==> config.mk <==
export PLATFORM = sky130hd
export DESIGN_NAME = pid_controller_step_top
export DESIGN_NICKNAME = d
export VERILOG_FILES = /design/src/hdl/pidc_pkg.sv /design/src/hdl/pidc_serial_mac.sv /design/src/hdl/pid_controller_step_top.sv
export VERILOG_INCLUDE_DIRS = /design/src /design/src/hdl
export SDC_FILE = /design/constraint.sdc
export NUM_CORES = 1
export LEC_CHECK = 0
export BUFFER_PORTS_ARGS = -buffer_cell sky130_fd_sc_hd__buf_4
export CORE_MARGIN = 4
export CORE_UTILIZATION = 45
export DETAILED_ROUTE_END_ITERATION = 16
export PLACE_DENSITY = 0.6
export SLEW_MARGIN = 20
export SYNTH_ARGS = -nofsm -noshare
export SYNTH_HDL_FRONTEND = slang
export SYNTH_SLANG_ARGS = --single-unit
==> constraint.sdc <==
create_clock -name clk -period 9.3 [get_ports clk]
set_input_delay 0.465 -clock clk [delete_from_list [all_inputs] [get_ports clk]]
set_output_delay 0.465 -clock clk [all_outputs]
set_load 0.02 [all_outputs]
==> src/hdl/pid_controller_step_top_defines.svh <==
// ----------------------------------------------------------------------------
// PID controller step: assertion macros
// Shared concurrent assertion forms for the controller modules.
// ----------------------------------------------------------------------------
`ifndef PID_CONTROLLER_STEP_TOP_DEFINES_SVH
`define PID_CONTROLLER_STEP_TOP_DEFINES_SVH

// The consequent holds in the same cycle as the antecedent.
`define PIDC_ASSERT_SAME(label, clk, rst, ante, cons, msg) \
  label: assert property (@(posedge clk) disable iff (rst) (ante) |-> (cons)) \
    else $error(msg);

// The consequent holds in the cycle after the antecedent.
`define PIDC_ASSERT_NEXT(label, clk, rst, ante, cons, msg) \
  label: assert property (@(posedge clk) disable iff (rst) (ante) |=> (cons)) \
    else $error(msg);

`endif

==> src/hdl/pidc_pkg.sv <==
// ----------------------------------------------------------------------------
// PID controller step: shared definitions
// Widths, register indexes, reset values and control types.
// ----------------------------------------------------------------------------
`timescale 1ns / 1ps

package pidc_pkg;

  localparam int DATA_WIDTH = 32;
  localparam int ACC_WIDTH  = 48;
  localparam int OUT_W      = 32;
  localparam int GAIN_W     = 32;
  localparam int DT_W       = 32;
  localparam int INV_W      = 32;
  localparam int DT_FRAC    = 32;
  localparam int INV_FRAC   = 16;
  localparam int OUT_FRAC   = 16;

  localparam int DIFF_W  = DATA_WIDTH + 1;
  localparam int RATE_W  = DIFF_W + INV_W - INV_FRAC;
  localparam int MULT_W  = GAIN_W + 1;
  localparam int CNT_W   = $clog2(MULT_W);
  localparam int SUM_A   = ACC_WIDTH + DT_FRAC;
  localparam int SUM_B   = GAIN_W + RATE_W;
  localparam int SUM_W   = ((SUM_A > SUM_B) ? SUM_A : SUM_B) + 2;

  localparam int CFG_IDX_W = 3;
  localparam int CFG_W     = 32;

  localparam logic [DT_W-1:0]  STEP_TIME_RST = DT_W'(4294967);
  localparam logic [INV_W-1:0] INV_STEP_RST  = INV_W'(65536000);

  typedef enum logic [CFG_IDX_W-1:0] {
    REG_PROP  = 3'd0,
    REG_INTEG = 3'd1,
    REG_DERIV = 3'd2,
    REG_STEP  = 3'd3,
    REG_INV   = 3'd4
  } cfg_reg_t;

  typedef enum logic [1:0] {
    ST_IDLE,
    ST_ISSUE,
    ST_WAIT,
    ST_OUT
  } state_t;

  typedef enum logic [2:0] {
    OP_INTEG,
    OP_RATE,
    OP_PROP,
    OP_INTGAIN,
    OP_DERIV
  } op_t;

  typedef struct packed {
    logic start;
    logic acc_load;
  } mac_cmd_t;

  typedef struct packed {
    logic busy;
    logic done;
  } mac_stat_t;

endpackage

==> src/hdl/pidc_serial_mac.sv <==
// ----------------------------------------------------------------------------
// PID controller step: bit-serial multiply-accumulate unit
// Shifts the multiplier out one bit per cycle and adds the shifted
// multiplicand into a wide accumulator; the sign bit subtracts.
// ----------------------------------------------------------------------------
`timescale 1ns / 1ps
`include "pid_controller_step_top_defines.svh"

module pidc_serial_mac (
  input  logic                              clk,
  input  logic                              rst,
  input  pidc_pkg::mac_cmd_t                cmd,
  input  logic signed [pidc_pkg::SUM_W-1:0] mcand,
  input  logic [pidc_pkg::MULT_W-1:0]       mplier,
  input  logic signed [pidc_pkg::SUM_W-1:0] acc_init,
  output pidc_pkg::mac_stat_t               stat,
  output logic signed [pidc_pkg::SUM_W-1:0] acc
);

  import pidc_pkg::*;

  logic [SUM_W-1:0]  mcand_sr;
  logic [MULT_W-1:0] mplier_sr;
  logic [CNT_W-1:0]  count;
  logic              busy;
  logic              done;
  logic              last;
  logic [SUM_W-1:0]  addend;
  logic [SUM_W-1:0]  acc_next;

  always_comb begin
    last     = (count == '0);
    addend   = last ? ~mcand_sr : mcand_sr;
    acc_next = acc;
    if (mplier_sr[0]) begin
      acc_next = acc + addend + SUM_W'(last);
    end
  end

  always_ff @(posedge clk) begin
    if (rst) begin
      busy  <= 1'b0;
      done  <= 1'b0;
      count <= '0;
    end else begin
      done <= 1'b0;
      if (cmd.start) begin
        busy  <= 1'b1;
        count <= CNT_W'(MULT_W - 1);
      end else if (busy && last) begin
        busy <= 1'b0;
        done <= 1'b1;
      end else if (busy) begin
        count <= count - 1'b1;
      end
    end
  end

  always_ff @(posedge clk) begin
    if (cmd.start) begin
      mcand_sr  <= mcand;
      mplier_sr <= mplier;
      if (cmd.acc_load) begin
        acc <= acc_init;
      end
    end else if (busy) begin
      mcand_sr  <= mcand_sr << 1;
      mplier_sr <= mplier_sr >> 1;
      acc       <= acc_next;
    end
  end

  assign stat.busy = busy;
  assign stat.done = done;

  `PIDC_ASSERT_SAME(a_done_after_busy, clk, rst, done, $past(busy), "done without a pass")
  `PIDC_ASSERT_NEXT(a_busy_holds, clk, rst, busy && !last && !cmd.start, busy, "pass cut short")
  `PIDC_ASSERT_NEXT(a_start_busy, clk, rst, cmd.start, busy, "start did not begin a pass")

endmodule

==> src/hdl/pid_controller_step_top.sv <==
// ----------------------------------------------------------------------------
// PID controller step: top level
// Discrete PID step in fixed point with a saturating integral, a derivative
// through the configured reciprocal of the step time, and a saturated output.
//
//   channel  direction  handshake            payload
//   input    in         in_valid / in_stall  error_in
//   output   out        out_valid/ out_stall drive_out, saturated
//   config   in         cfg_valid/ cfg_ready cfg_index, cfg_data
//
// Each word runs five products through one bit-serial multiplier, each as
// an issue, a pass over the 33 multiplier bits and a writeback, and the next
// word is accepted only after the current word has left its final step.
// Reset is synchronous and restores the register defaults and clears state.
// A result stalled at the output holds; the next word is taken meanwhile and
// waits at its final step until the output register frees.
// ----------------------------------------------------------------------------
`timescale 1ns / 1ps
`include "pid_controller_step_top_defines.svh"

module pid_controller_step_top (
  input  logic                                  clk,
  input  logic                                  rst,
  input  logic                                  in_valid,
  output logic                                  in_stall,
  input  logic signed [pidc_pkg::DATA_WIDTH-1:0] error_in,
  output logic                                  out_valid,
  input  logic                                  out_stall,
  output logic signed [pidc_pkg::OUT_W-1:0]     drive_out,
  output logic                                  saturated,
  input  logic                                  cfg_valid,
  output logic                                  cfg_ready,
  input  logic [pidc_pkg::CFG_IDX_W-1:0]        cfg_index,
  input  logic [pidc_pkg::CFG_W-1:0]            cfg_data
);

  import pidc_pkg::*;

  logic signed [GAIN_W-1:0]     prop_gain;
  logic signed [GAIN_W-1:0]     integ_gain;
  logic signed [GAIN_W-1:0]     deriv_gain;
  logic [DT_W-1:0]              step_time;
  logic [INV_W-1:0]             inverse_step;

  state_t                       state;
  state_t                       state_next;
  op_t                          op;
  op_t                          op_next;

  logic signed [DATA_WIDTH-1:0] e_reg;
  logic signed [DATA_WIDTH-1:0] last_error;
  logic signed [ACC_WIDTH-1:0]  integral;
  logic signed [RATE_W-1:0]     rate;
  logic signed [DATA_WIDTH-1:0] drive;
  logic                         flag;

  logic signed [DIFF_W-1:0]     diff;
  logic signed [SUM_A-1:0]      integ_shifted;
  mac_cmd_t                     mac_cmd;
  mac_stat_t                    mac_stat;
  logic signed [SUM_W-1:0]      mcand;
  logic [MULT_W-1:0]            mplier;
  logic signed [SUM_W-1:0]      acc_init;
  logic signed [SUM_W-1:0]      acc;

  logic [SUM_W-SUM_A:0]         integ_hi;
  logic                         integ_ovf;
  logic signed [ACC_WIDTH-1:0]  integ_sat;
  logic [SUM_W-DATA_WIDTH-OUT_FRAC:0] drive_hi;
  logic                         drive_ovf;
  logic signed [DATA_WIDTH-1:0] drive_sat;
  logic                         out_free;

  assign cfg_ready = !rst;
  assign in_stall  = rst || (state != ST_IDLE);
  assign out_free  = !out_valid || !out_stall;

  always_ff @(posedge clk) begin
    if (rst) begin
      prop_gain    <= '0;
      integ_gain   <= '0;
      deriv_gain   <= '0;
      step_time    <= STEP_TIME_RST;
      inverse_step <= INV_STEP_RST;
    end else if (cfg_valid && cfg_ready) begin
      case (cfg_index)
        REG_PROP:  prop_gain    <= GAIN_W'(cfg_data);
        REG_INTEG: integ_gain   <= GAIN_W'(cfg_data);
        REG_DERIV: deriv_gain   <= GAIN_W'(cfg_data);
        REG_STEP:  step_time    <= DT_W'(cfg_data);
        REG_INV:   inverse_step <= INV_W'(cfg_data);
        default: ;
      endcase
    end
  end

  always_comb begin
    diff          = DIFF_W'(e_reg) - DIFF_W'(last_error);
    integ_shifted = {integral, {DT_FRAC{1'b0}}};
    mac_cmd.start    = (state == ST_ISSUE);
    mac_cmd.acc_load = (op inside {OP_INTEG, OP_RATE, OP_PROP});
    acc_init = (op == OP_INTEG) ? SUM_W'(integ_shifted) : '0;
    case (op)
      OP_INTEG: begin
        mcand  = SUM_W'(e_reg);
        mplier = {1'b0, step_time};
      end
      OP_RATE: begin
        mcand  = SUM_W'(diff);
        mplier = {1'b0, inverse_step};
      end
      OP_PROP: begin
        mcand  = SUM_W'(e_reg);
        mplier = {prop_gain[GAIN_W-1], prop_gain};
      end
      OP_INTGAIN: begin
        mcand  = SUM_W'(integral);
        mplier = {integ_gain[GAIN_W-1], integ_gain};
      end
      default: begin
        mcand  = SUM_W'(rate);
        mplier = {deriv_gain[GAIN_W-1], deriv_gain};
      end
    endcase
  end

  pidc_serial_mac u_mac (
    .clk      (clk),
    .rst      (rst),
    .cmd      (mac_cmd),
    .mcand    (mcand),
    .mplier   (mplier),
    .acc_init (acc_init),
    .stat     (mac_stat),
    .acc      (acc)
  );

  always_comb begin
    integ_hi  = acc[SUM_W-1:SUM_A-1];
    integ_ovf = (|integ_hi) && !(&integ_hi);
    if (integ_ovf) begin
      integ_sat = acc[SUM_W-1] ? {1'b1, {(ACC_WIDTH-1){1'b0}}}
                               : {1'b0, {(ACC_WIDTH-1){1'b1}}};
    end else begin
      integ_sat = acc[SUM_A-1:DT_FRAC];
    end
    drive_hi  = acc[SUM_W-1:DATA_WIDTH+OUT_FRAC-1];
    drive_ovf = (|drive_hi) && !(&drive_hi);
    if (drive_ovf) begin
      drive_sat = acc[SUM_W-1] ? {1'b1, {(DATA_WIDTH-1){1'b0}}}
                               : {1'b0, {(DATA_WIDTH-1){1'b1}}};
    end else begin
      drive_sat = acc[DATA_WIDTH+OUT_FRAC-1:OUT_FRAC];
    end
  end

  always_comb begin
    case (op)
      OP_INTEG:   op_next = OP_RATE;
      OP_RATE:    op_next = OP_PROP;
      OP_PROP:    op_next = OP_INTGAIN;
      OP_INTGAIN: op_next = OP_DERIV;
      default:    op_next = OP_INTEG;
    endcase
  end

  always_comb begin
    state_next = state;
    case (state)
      ST_IDLE: begin
        if (in_valid) begin
          state_next = ST_ISSUE;
        end
      end
      ST_ISSUE: state_next = ST_WAIT;
      ST_WAIT: begin
        if (mac_stat.done) begin
          state_next = (op == OP_DERIV) ? ST_OUT : ST_ISSUE;
        end
      end
      ST_OUT: begin
        if (out_free) begin
          state_next = ST_IDLE;
        end
      end
      default: state_next = ST_IDLE;
    endcase
  end

  always_ff @(posedge clk) begin
    if (rst) begin
      state <= ST_IDLE;
    end else begin
      state <= state_next;
    end
  end

  always_ff @(posedge clk) begin
    if (rst) begin
      op         <= OP_INTEG;
      integral   <= '0;
      last_error <= '0;
      flag       <= 1'b0;
    end else if (state == ST_IDLE && in_valid) begin
      op   <= OP_INTEG;
      flag <= 1'b0;
    end else if (state == ST_WAIT && mac_stat.done) begin
      op <= op_next;
      case (op)
        OP_INTEG: begin
          integral <= integ_sat;
          flag     <= flag | integ_ovf;
        end
        OP_RATE:  last_error <= e_reg;
        OP_DERIV: flag <= flag | drive_ovf;
        default: ;
      endcase
    end
  end

  always_ff @(posedge clk) begin
    if (state == ST_IDLE && in_valid) begin
      e_reg <= error_in;
    end
    if (state == ST_WAIT && mac_stat.done) begin
      if (op == OP_RATE) begin
        rate <= acc[RATE_W+INV_FRAC-1:INV_FRAC];
      end
      if (op == OP_DERIV) begin
        drive <= drive_sat;
      end
    end
  end

  always_ff @(posedge clk) begin
    if (rst) begin
      out_valid <= 1'b0;
    end else if (state == ST_OUT && out_free) begin
      out_valid <= 1'b1;
    end else if (out_valid && !out_stall) begin
      out_valid <= 1'b0;
    end
  end

  always_ff @(posedge clk) begin
    if (state == ST_OUT && out_free) begin
      drive_out <= OUT_W'(drive);
      saturated <= flag;
    end
  end

  `PIDC_ASSERT_NEXT(a_accept_stalls, clk, rst, in_valid && !in_stall, in_stall, "no stall after accept")
  `PIDC_ASSERT_SAME(a_done_in_wait, clk, rst, mac_stat.done, state == ST_WAIT, "stray multiply done")
  `PIDC_ASSERT_SAME(a_issue_mac_idle, clk, rst, state == ST_ISSUE, !mac_stat.busy, "multiplier busy at issue")
  `PIDC_ASSERT_SAME(a_out_from_finish, clk, rst, $rose(out_valid), $past(state) == ST_OUT, "word out of sequence")

endmodule

### Word-level counts from Yosys, hierarchy flattened

Cells that the tools add are included.

* register bits after elaboration: 600
* bits in latches: 0
* bits in writable memories: 0
* ROM bits: 0
* input bits: 72
* output and inout port bits: 36
* word-level logic and storage cells: 126
* memories kept: 0

* add/subtract/negate cells: 4
* $mul: 0
* div/mod/pow operators: 0
* $lt $le $gt $ge: 0
* equality and inequality tests: 16
* shift operators: 0
* mux-type cells: 31
* bitwise gates (word level): 5
* reduce and logical (&&, ||, !) cells: 47

Operator list (number)
* $mux W83: 8
* $pmux W83 S3: 1
* $pmux W33 S4: 1
* $mux W48: 2
* $add A83 B1 Y83: 1
* $add A83 B83 Y83: 1
* $not A83 Y83: 1
* $mux W33: 2
* $mux W32: 2
* $reduce_and A36 Y1: 1
* $reduce_or A36 Y1: 1
* $sub A32 B32 Y33: 1
* $reduce_and A2 Y1: 10
* $mux W6: 3
* $eq A3 B2 Y1 const B: 4
* $pmux W3 S4: 1
* $reduce_and A3 Y1: 4
* $reduce_bool A2 Y1: 6
* $logic_and A1 B1 Y1: 8
* $mux W2: 4
* $ne A2 B2 Y1 const B: 4
* $pmux W2 S4: 1
* $eq A3 B1 Y1 const B: 2
* $eq A3 B3 Y1 const B: 2
* 17 further kinds: 32

### Longest topological paths before layout

* depth in word-level cells: 7
* depth in mapped cells: 20
* mapped depth without buffers: 17

### By module

From an unflattened synthesis, not the netlist that was laid out.

* cells, all modules: 3519
* area, all modules: 33042.9 um^2

By module, submodules not included
* pid_controller_step_top: times used 1, cells an instance 2077, area each 18338.8 um^2, sequential area each 9328.9 um^2
* pidc_serial_mac: times used 1, cells an instance 1442, area each 14704.1 um^2, sequential area each 6135.9 um^2

### Worst setup path before layout

No wires, ideal clock.

* path kind: register to register
* from: register state[1]
* to: register u_mac.acc[0] (netlist name) (enable)
* setup time: 648 ps
* data arrival time: 7210 ps
* data required time: 8652 ps
* slack: 1443 ps
* stages on the path, launching flop included: 6
* path buffers: 3
* period minus slack after synthesis: 7857 ps
* cells stage by stage: dfxtp_1 clkbuf_1 nand2b_1 clkbuf_1 clkbuf_1 o31ai_1

* word-level cells in the longest chain between the ends: 3
* elaborated cells between the ends (all ways): 5
* classes of those cells: eq/ne: 2; reduce/logical: 3

Ends and longest elaborated chain
* start, declared: RTL line pid_controller_step_top.sv:45 `state_t state;`
* start signal, assigned: RTL line pid_controller_step_top.sv:194 `state <= state_next;`
* $eq A2 B1 Y1 (*): RTL line pid_controller_step_top.sv:100 `mac_cmd.start = (state == ST_ISSUE);`
* $ne A2 B2 Y1 (no source line) or $reduce_bool A2 Y1 (tied branches)
* $reduce_and A3 Y1 (no source line) (*)
* end signal, assigned: RTL line pidc_serial_mac.sv:64 `acc <= acc_init;`
* end signal, assigned: RTL line pidc_serial_mac.sv:69 `acc <= acc_next;`
* end, declared: RTL line pidc_serial_mac.sv:17 `output logic signed [pidc_pkg::SUM_W-1:0] acc`

Every way passes the cells marked *; elsewhere a longest branch is shown, timed or not.
A chain may end at the register's enable or synchronous reset.

### Worst setup path after layout

* from: register u_mac.count[0]
* to: register u_mac.acc[73] (netlist name), data pin

* word-level cells in the longest chain between the ends: 7

Ends and longest elaborated chain
* start, declared: RTL line pidc_serial_mac.sv:24 `logic [CNT_W-1:0] count;`
* start signal, assigned: RTL line pidc_serial_mac.sv:49 `count <= CNT_W'(MULT_W - 1);`
* start signal, assigned: RTL line pidc_serial_mac.sv:54 `count <= count - 1'b1;`
* $logic_not A6 Y1 (*): RTL line pidc_serial_mac.sv:32 `last = (count == '0);`
* $mux W83: RTL line pidc_serial_mac.sv:33 `addend = last ? ~mcand_sr : mcand_sr;`
* $add A83 B83 Y83: RTL line pidc_serial_mac.sv:36 `acc_next = acc + addend + SUM_W'(last);`
* $add A83 B1 Y83 (*): RTL line pidc_serial_mac.sv:36
* $mux W83 (*): RTL line pidc_serial_mac.sv:35 `if (mplier_sr[0]) begin`
* $mux W83 (*): RTL line pidc_serial_mac.sv:66 `end else if (busy) begin`
* $mux W83 (*): RTL line pidc_serial_mac.sv:60 `if (cmd.start) begin`

Every way passes the cells marked *; elsewhere a longest branch is shown, timed or not. The select of a mux whose other input is x is not followed.

==> implementation parameters <==
Parameter                              Value

Outcome
  Result of the run ... finished clean

Setup path
  Maximum fanout along the worst path ... 42
  Worst endpoint required time ... 9.64 ns
  Capturing element type of the critical path ... flop
  Critical path class ... flop to flop
  Cell Chain, Critical Path ... inv_1 > ha_1 > or3b_2 > or3_4 > buf_4 > buf_4 > xnor2_1 > ha_1 > nand3_1 > nor4_1 > a221oi_1 > o21ai_0 > nand3_1 > nand3_1 > a21oi_1 > o21bai_1 > xnor2_1 > o21ai_0
  CP peak stage delay ... ~0.57 ns
  Master of the slowest instance on the critical path ... nor4_1
  CP most frequent cell ... nand3_1
  Crit path DAT ... roughly 6.1 ns
  Critical path startpoint category ... flop

Place
  Placed cell count ... about 4,200
  Final HPWL DP ... approximately 64,000 um
  Cell area after placement ... 32,800 sq um
  Gp weighted congestion ... roughly 0.95
  # port buffers ... around 110
  Place WS ... about 3.7 ns

STA
  Post-route fraction of the period consumed by the critical path ... 0.619
  Max Fclk ... about 0.17 GHz
  Worst slew margin relative to its limit ... 0.281
  Setup-violating endpoint count in the final report ... 0
  Actual slew at the worst max-slew pin ... roughly 1.1 ns
  Final Hold Slack ... roughly 0.035 ns
  Final Hold Viols ... 0
  Fin Clk Skew ... between 0.02 and 0.025 ns
  Sum of negative setup slack ... 0 ns
  Final critical delay including setup and external delays ... ~5.8 ns
  RSZ-0062 raised after global routing ... no
  Least setup slack across all paths after layout ... 3.55 ns
  Final slew viol count ... 0

Drt
  Number of detailed-route iterations in the first pass ... 6
  Antenna Nets Post-Route ... 0
  Routed wire length per instance ... about 22 um
  Number of DRC markers after the initial detailed-route iteration ... 2,514
  Via density ... just under 6
  DRC Markers ... 0
  Overall via count from detail_route ... 25,400
  Wire length after detailed routing ... about 94,000 um

Synth
  Share of synthesized registers carrying an async set or reset ... 0
  Warnings, synthesis ... 0
  Library cell with the largest summed area after synthesis ... edfxtp_1
  Number of enable flip-flop cells after synthesis ... around 350
  Number of distinct library cell variants in the gate-level netlist after synthesis ... between 70 and 80
  Post-Synthesis Cells ... 3,364
  Average footprint of a synthesized cell ... 9.31 sq um
  Register area share after synthesis ... 0.494
  Area contributors post-synth ... edfxtp_1 (33%), dfxtp_1 (16%), nand2_1 (7.4%), a21oi_1 (6.3%), ha_1 (4.6%)
  Flop and latch count out of synthesis ... 600
  Synthesized net count ... approximately 3,600
  Top flip-flop cell by instance count after synthesis ... edfxtp_1
  Share of Yosys cell area claimed by the top area cell type ... 0.331
  Netlist area before placement ... 31,300 sq um

Finish
  Number of nets in the layout ... 3,547
  Diode insertion count for antenna repair ... 0
  Top library cells by usage in the layout, fill and taps aside ... nand2_1 (615), a21oi_1 (390), edfxtp_1 (345)
  FILL cells ... 6,326
  Fin util ... 0.511
  Final Instance Area ... 35,200 sq um
  Proportion of layout cells with a drive suffix above 1 ... 0.0932
  Layout-stage area growth over the synthesis result ... 12.3%
  Most frequent standard cell in the layout excluding fill and tap cells ... nand2_1
  Final cell count without fillers ... ~4,300
  Regs by FF count ... u_mac.acc: 83 flops, u_mac.mcand_sr: 83 flops, rate: 49 flops

GRT
  Global-route wire length before repair ... around 150,000 um
  Vias in the first global route ... 24,500
  Pin count of the biggest net entering global routing ... between 100 and 150
  Number of antenna violations at the first check in global routing ... 0
  Total gr overflow ... 0
  Overall track demand over capacity in global routing ... 0.249

Flow run
  Number of violations of the max-capacitance limit ... 0

Clocking
  CTS tree ... done
  Resized cells post-CTS ... 0
  Worst-case clock buffer depth ... 3
  H-tree levels ... 3
  Number of clock sinks ... 600
  Clock insertion delay at the later pin of the skew report ... a little over 0.6 ns
  Clock buffer count from CTS ... 69
  Clock transition at the registers of the reported paths ... ~0.060 ns
  Root Buffer ... clkbuf_16

Floorplan
  Total I/O pin count ... between 100 and 150
  Standard-cell rows ... 96
  Die area ... around 74,000 sq um
  Initial core utilization ... 0.455
  DIE HEIGHT ... about 270 um
  Placeable Area ... between 60,000 and 70,000 sq um
  DIE WIDTH ... about 270 um

Power and ir drop
  Max IR drop VDD ... between 150 and 200 uV
  Total power after layout ... 8.76 mW
  P_leak ... around 13 nW
  Power Dens Cells ... roughly 250 nW/um^2

Hold path
  Classification of the worst-slack hold path ... primary input to flop
final cells by class:
cell class | count | area (sq um) | area share
multi-input cells | 2472 | 14900 | 0.423
well taps | 931 | 1160 | 0.0331
clock buffers | 99 | 1950 | 0.0555
clock inverters | 26 | 269 | 0.00765
inverters | 61 | 229 | 0.00651
repair buffers | 154 | 1210 | 0.0344
flip-flops and latches | 600 | 15500 | 0.440
per-layer routing:
layer / track usage / part of all wire / vias up
met2: 0.392 / 0.45 / 950
met5: 0 / 0 / -
met1: 0.357 / 0.45 / 12300
met4: 0.0699 / 0.025 / 0
li1: - / - / 12000
met3: 0.0418 / 0.073 / 168
timing repair:
action                                  CTS  global route
endpoints found under the setup margin    0             0
hold buffers                             17             0
hold endpoints to repair                 17             0
buffers inserted                          0             0
path summary, 6_finish.rpt:
check	startpoint	end	slack (ns)	cells after the start
hold / removal	error_in[20]	e_reg[20]$_DFFE_PP_	0.03	1
hold reg to reg	drive[0]$_DFFE_PP_	drive_out[0]$_DFFE_PP_	0.41	0
setup / recovery	u_mac.count[0]$_SDFFE_PP0P_	u_mac.acc[73]$_DFFE_PP_	3.55	18
setup reg to reg	u_mac.count[0]$_SDFFE_PP0P_	u_mac.acc[73]$_DFFE_PP_	3.55	18
Yosys cell counts (5+ instances only):
master,count
nand3b_1,16
mux2i_1,39
o21ai_1,9
and3_1,15
inv_1,61
o221ai_1,8
a221oi_1,28
or3_1,12
clkbuf_1,204
xor2_1,44
ha_1,115
o21ai_0,249
a21o_1,104
nand3_1,99
nor3_1,29
nor3b_1,6
o31ai_1,9
mux4_2,31
o21bai_1,19
a21oi_1,391
or2_2,5
a211oi_1,13
nand2b_1,41
and2_1,6
dfxtp_1,255
o211ai_1,8
o21a_1,11
buf_1,22
edfxtp_1,345
nand4_1,46
xnor2_1,146
a31oi_1,16
nand2_1,616
nor2b_1,19
nor4_1,19
nor2_1,242
critical path, delay by kind of cell (launching register included):
family,cells,cell delay (ns)
flops,1,0.31
simple gates,6,2.23
fa+ha+maj,2,0.61
compound gates,5,0.95
buf+inv,3,0.93
xor+xnor,2,0.36
logic make-up after synthesis:
| group | count (synthesis) | synth area share |
|---|---|---|
| xor gates and xnor gates | 190 | 0.0532 |
| adders and majority gates | 117 | 0.0472 |
| muxes | 71 | 0.0351 |
| DFF | 600 | 0.494 |
| and+or+nand+nor | 1184 | 0.165 |
| AOI/OAI and AO/OA | 910 | 0.170 |
| buffers and inverters | 292 | 0.0352 |
power by group:
part,internal (mW),leakage [nW],switching (mW)
Clock,1.54,1.08,1.14
Sequential,3.14,5.26,0.219
Combinational,1.02,6.31,1.70
Total,5.69,12.6,3.06
(Power assumes the default switching activity.)
